### config.mk
export PLATFORM = sky130hd
export DESIGN_NAME = bra_ram
export DESIGN_NICKNAME = d
export VERILOG_FILES = /design/src/rtl/bra_ram.sv
export SDC_FILE = /design/constraint.sdc
export NUM_CORES = 2
export LEC_CHECK = 0
export BUFFER_PORTS_ARGS = -buffer_cell sky130_fd_sc_hd__buf_2
export CAP_MARGIN = 20
export CORE_AREA = 3 3 723 725
export DETAILED_ROUTE_END_ITERATION = 6
export DIE_AREA = 0 0 726 728
export GPL_TIMING_DRIVEN = 0
export HOLD_SLACK_MARGIN = 0.06
export PLACE_DENSITY_LB_ADDON = 0.08
export SLEW_MARGIN = 40
export SYNTH_ARGS = -nofsm -noshare
export SYNTH_HDL_FRONTEND = slang
export SYNTH_SLANG_ARGS = --single-unit
export TNS_END_PERCENT = 20
### constraint.sdc
create_clock -name clk -period 2.78 [get_ports clk]
set_input_delay 0.834 -clock clk [delete_from_list [all_inputs] [get_ports clk]]
set_output_delay 0.834 -clock clk [all_outputs]
set_load 0.1 [all_outputs]
### src/rtl/bra_ram.sv
module bra_ram #(
  parameter int WIDTH = 8,
  parameter int DEPTH = 512
) (
  input  logic                                        clk,
  input  logic                                        we,
  input  logic [((DEPTH > 1) ? $clog2(DEPTH) : 1)-1:0] waddr,
  input  logic [WIDTH-1:0]                            wdata,
  input  logic                                        re,
  input  logic [((DEPTH > 1) ? $clog2(DEPTH) : 1)-1:0] raddr,
  output logic [WIDTH-1:0]                            rdata
);

  logic [WIDTH-1:0] mem [DEPTH];

  always_ff @(posedge clk) begin
    if (we) begin
      mem[waddr] <= wdata;
    end
    if (re) begin
      rdata <= mem[raddr];
    end
  end

endmodule

==> flow_summary.yaml <==
outcome:
  status: "finished with violations"
  violations: "DRC, setup timing"
cells_and_area:
  fin_area_um2: 196000
  final_core_util_pct: 38.0
  nets: 8868
  finalNonFillerCells: 16165
  drive_gt1_share_pct: 32.2
  synthToLayoutAreaGrowth_pct: 22.7
timing:
  whs_ns: 0.198
  setup_ws_ns: -0.455
  finalSetupTns_ns: -34.80
  hold_violations: 0
  post-route-period-util_pct: 116
  tightest_slew_ns: 0.941
  drv_slew: 0
  setup_viol: 499
  fin_skew_ns: 0.0396
  slew_headroom_pct: 37.3
  rsz0062_at_grt: "yes"
  period_minus_slack_ns: 3.23
  fmax_ghz: 0.309
power_and_ir_drop:
  power.leakage_nw: 62.0
  power_density_nw_per_um2: 705
  total_power_mw: 138
  ir_worst_vdd_mv: 0.538
setup_path:
  critPathLaunchType: "input pin"
  ff2ff_path_depth: 8
  cp-end-kind: "flip-flop"
  worstPathArrival_ns: 4.10
  crit_fanout: 7
  critPathRequiredTime_ns: 3.64
  critPathKind: "input pin to flip-flop"
logic_synthesis:
  yosysWarnings: 0
  ys_seq_area_share_pct: 77.0
  netlist_instances: 8030
  synth_edf_count: 4104
  yosysTopAreaCell: "edfxtp_1"
  synth.distinct_cells: 50
  synthTopCellsByArea: "edfxtp_1 77%, mux4_2 9.2%, mux2i_1 5.0%, o221ai_1 2.0%, nor2_1 1.4%"
  yosys.area.top_type_share_pct: 77.0
  syn-num-nets: 8059
  synth_area_per_cell_um2: 19.9
  ys.flop_type: "edfxtp_1"
  syn-cell-area_um2: 160000
  async_flop_share_pct: 0
  synth_seq_cells: 4104
routing:
  dr.pass1.iters: 7
  vias: 90917
  route.detailed.drc: 6
  wl_per_cell_um: 44.2
  routed_wl_um: 715000
  drtIter0Drc: 12238
  vias_per_cell: 5.62
  antenna_left: 0
floorplan:
  num_rows: 264
  die_area_um2: 529000
  ios: 37
  die_h_um: 728
  core_area_um2: 517000
  initial_core_util_pct: 31.0
  fp.dieW_um: 726
grt:
  grt_pass1_wl_um: 913000
  antenna_found_initial: 70
  grt_max_degree: 97
  grt_pass1_vias: 88726
  grt_util_met2_pct: 40.6
  busiest_layer: "met2"
  grtUsageTotal_pct: 26.4
  use_met3_pct: 6.93
  grt-ovfl-total: 0
  grt.met1_usage_pct: 34.8
clock_network:
  numClockSinks: 4104
  clockBufferDepth: 4
  cts_tree: "yes"
  cts_max_level: 5
  cts_buffers: 458
  cts.clk_slew.worst_paths_ns: 0.06
  root_buffer: "clkbuf_16"
  clk_latency_ns: 1.02
place:
  dp_cells: 15183
  post-dp-hpwl_um: 526000
  routabilityCongestion: 1.05
  place_ws_ns: -2.93
  placed_area_um2: 175000
  port_buffers: 32
job:
  cap_violations: 0
worst_hold_path:
  holdCritPathClass: "input pin to flip-flop"
  hold_depth: 1
synth_stat cells (4+ instances only):
master       n
a211oi_1    17
buf_1       41
o41ai_1      7
buf_6       64
and3b_1      4
nor2b_1      6
and3_1       4
o311ai_0     5
clkbuf_1   265
buf_2       57
or3_1        6
a22oi_1     61
mux4_2     654
and2_1      20
nand2_1    111
nand4_1     32
o21ai_0    118
a21oi_1    194
buf_8       11
nor4_1      36
o221ai_1   371
mux2i_1    797
buf_4       70
nor2_1     597
o22ai_1    163
nand3_1     36
nand2b_1     4
o2111a_1     8
a22o_1       5
or2_2        4
edfxtp_1  4104
buf_12       5
nor3_1     109
o31ai_1     13
nor3b_1      8
placed cells by master, fill, tap and decap left out, types with 120 or more instances in the layout:
cell type | synthesis | final
edfxtp_1 | 4104 | 4104
mux4_2 | 654 | 654
mux2i_1 | 797 | 788
clkinv_1 | 0 | 120
buf_16 | 0 | 154
nor2_2 | 0 | 442
nor2_1 | 597 | 147
clkbuf_16 | 0 | 469
a21oi_1 | 194 | 141
buf_4 | 70 | 136
clkbuf_1 | 265 | 123
o221ai_1 | 371 | 222
buf_12 | 5 | 132
power by group:
group / internal [mW] / leakage [nW] / switching, mW
logic: 3.25 / 18.0 / 7.52
clock network: 33.7 / 7.06 / 25.7
registers: 68.2 / 36.9 / 0.0188
cell families (layout without fill, tap and decap cells):
group,Yosys count,in the layout,synth area share (%)
mux,1451,1451,14.2
simple gates,980,980,2.63
flops,4104,4104,77.0
buf+inv,516,1712,1.85
other cells,0,23,0
compound gates,979,979,4.31
final timing paths:
| path | start | endpoint | slack (ns) |
|---|---|---|---|
| min reg2reg | mem[296][3] | rdata[3] | 1.49 |
| max reg2reg | mem[33][3] | rdata[3] | -0.11 |
| min | wdata[2] | mem[242][2] | 0.20 |
| max | raddr[0] | rdata[2] | -0.45 |
cell type report:
type | instances | area [um2]
Clock inverter | 287 | 2480
Timing Repair Buffer | 352 | 6140
Buffer | 510 | 5780
Sequential cell | 4104 | 123000
Multi-Input combinational cell | 3410 | 38000
Fill cell | 47015 | 320000
Antenna cell | 23 | 57.6
Clock buffer | 560 | 11900
Tap cell | 6916 | 8650
Inverter | 3 | 15.0
what timing repair did:
action	in CTS	in global routing
pin swaps	115	62
cloned	2	2
buffers inserted	74	36
hold buffers	1	0
resized for setup	984	107
endpoints found under the setup margin	100	169
endpoints found under the hold margin	8	0
state kept, by name, indices dropped and copies added (netlist names):
name,cells
rdata,8
mem,4096
per-layer routing:
metal | share of wire (%) | wire [um]
met5 | 0.13 | 897
met3 | 8.9 | 63900
met4 | 6.1 | 43300
met2 | 45 | 319000
met1 | 40 | 288000
critical path, stage by stage:
cell	delay (ns)
buf_12	0.13
buf_16	0.16
buf_16	0.18
buf_12	0.16
buf_16	0.16
mux2i_1	0.16
o221ai_4	0.36
a21oi_2	0.12
nor4_4	0.58
nand4_1	0.27
nor4_4	0.53
o2111a_2	0.37
Note: power is estimated with default switching activity, not from simulation.
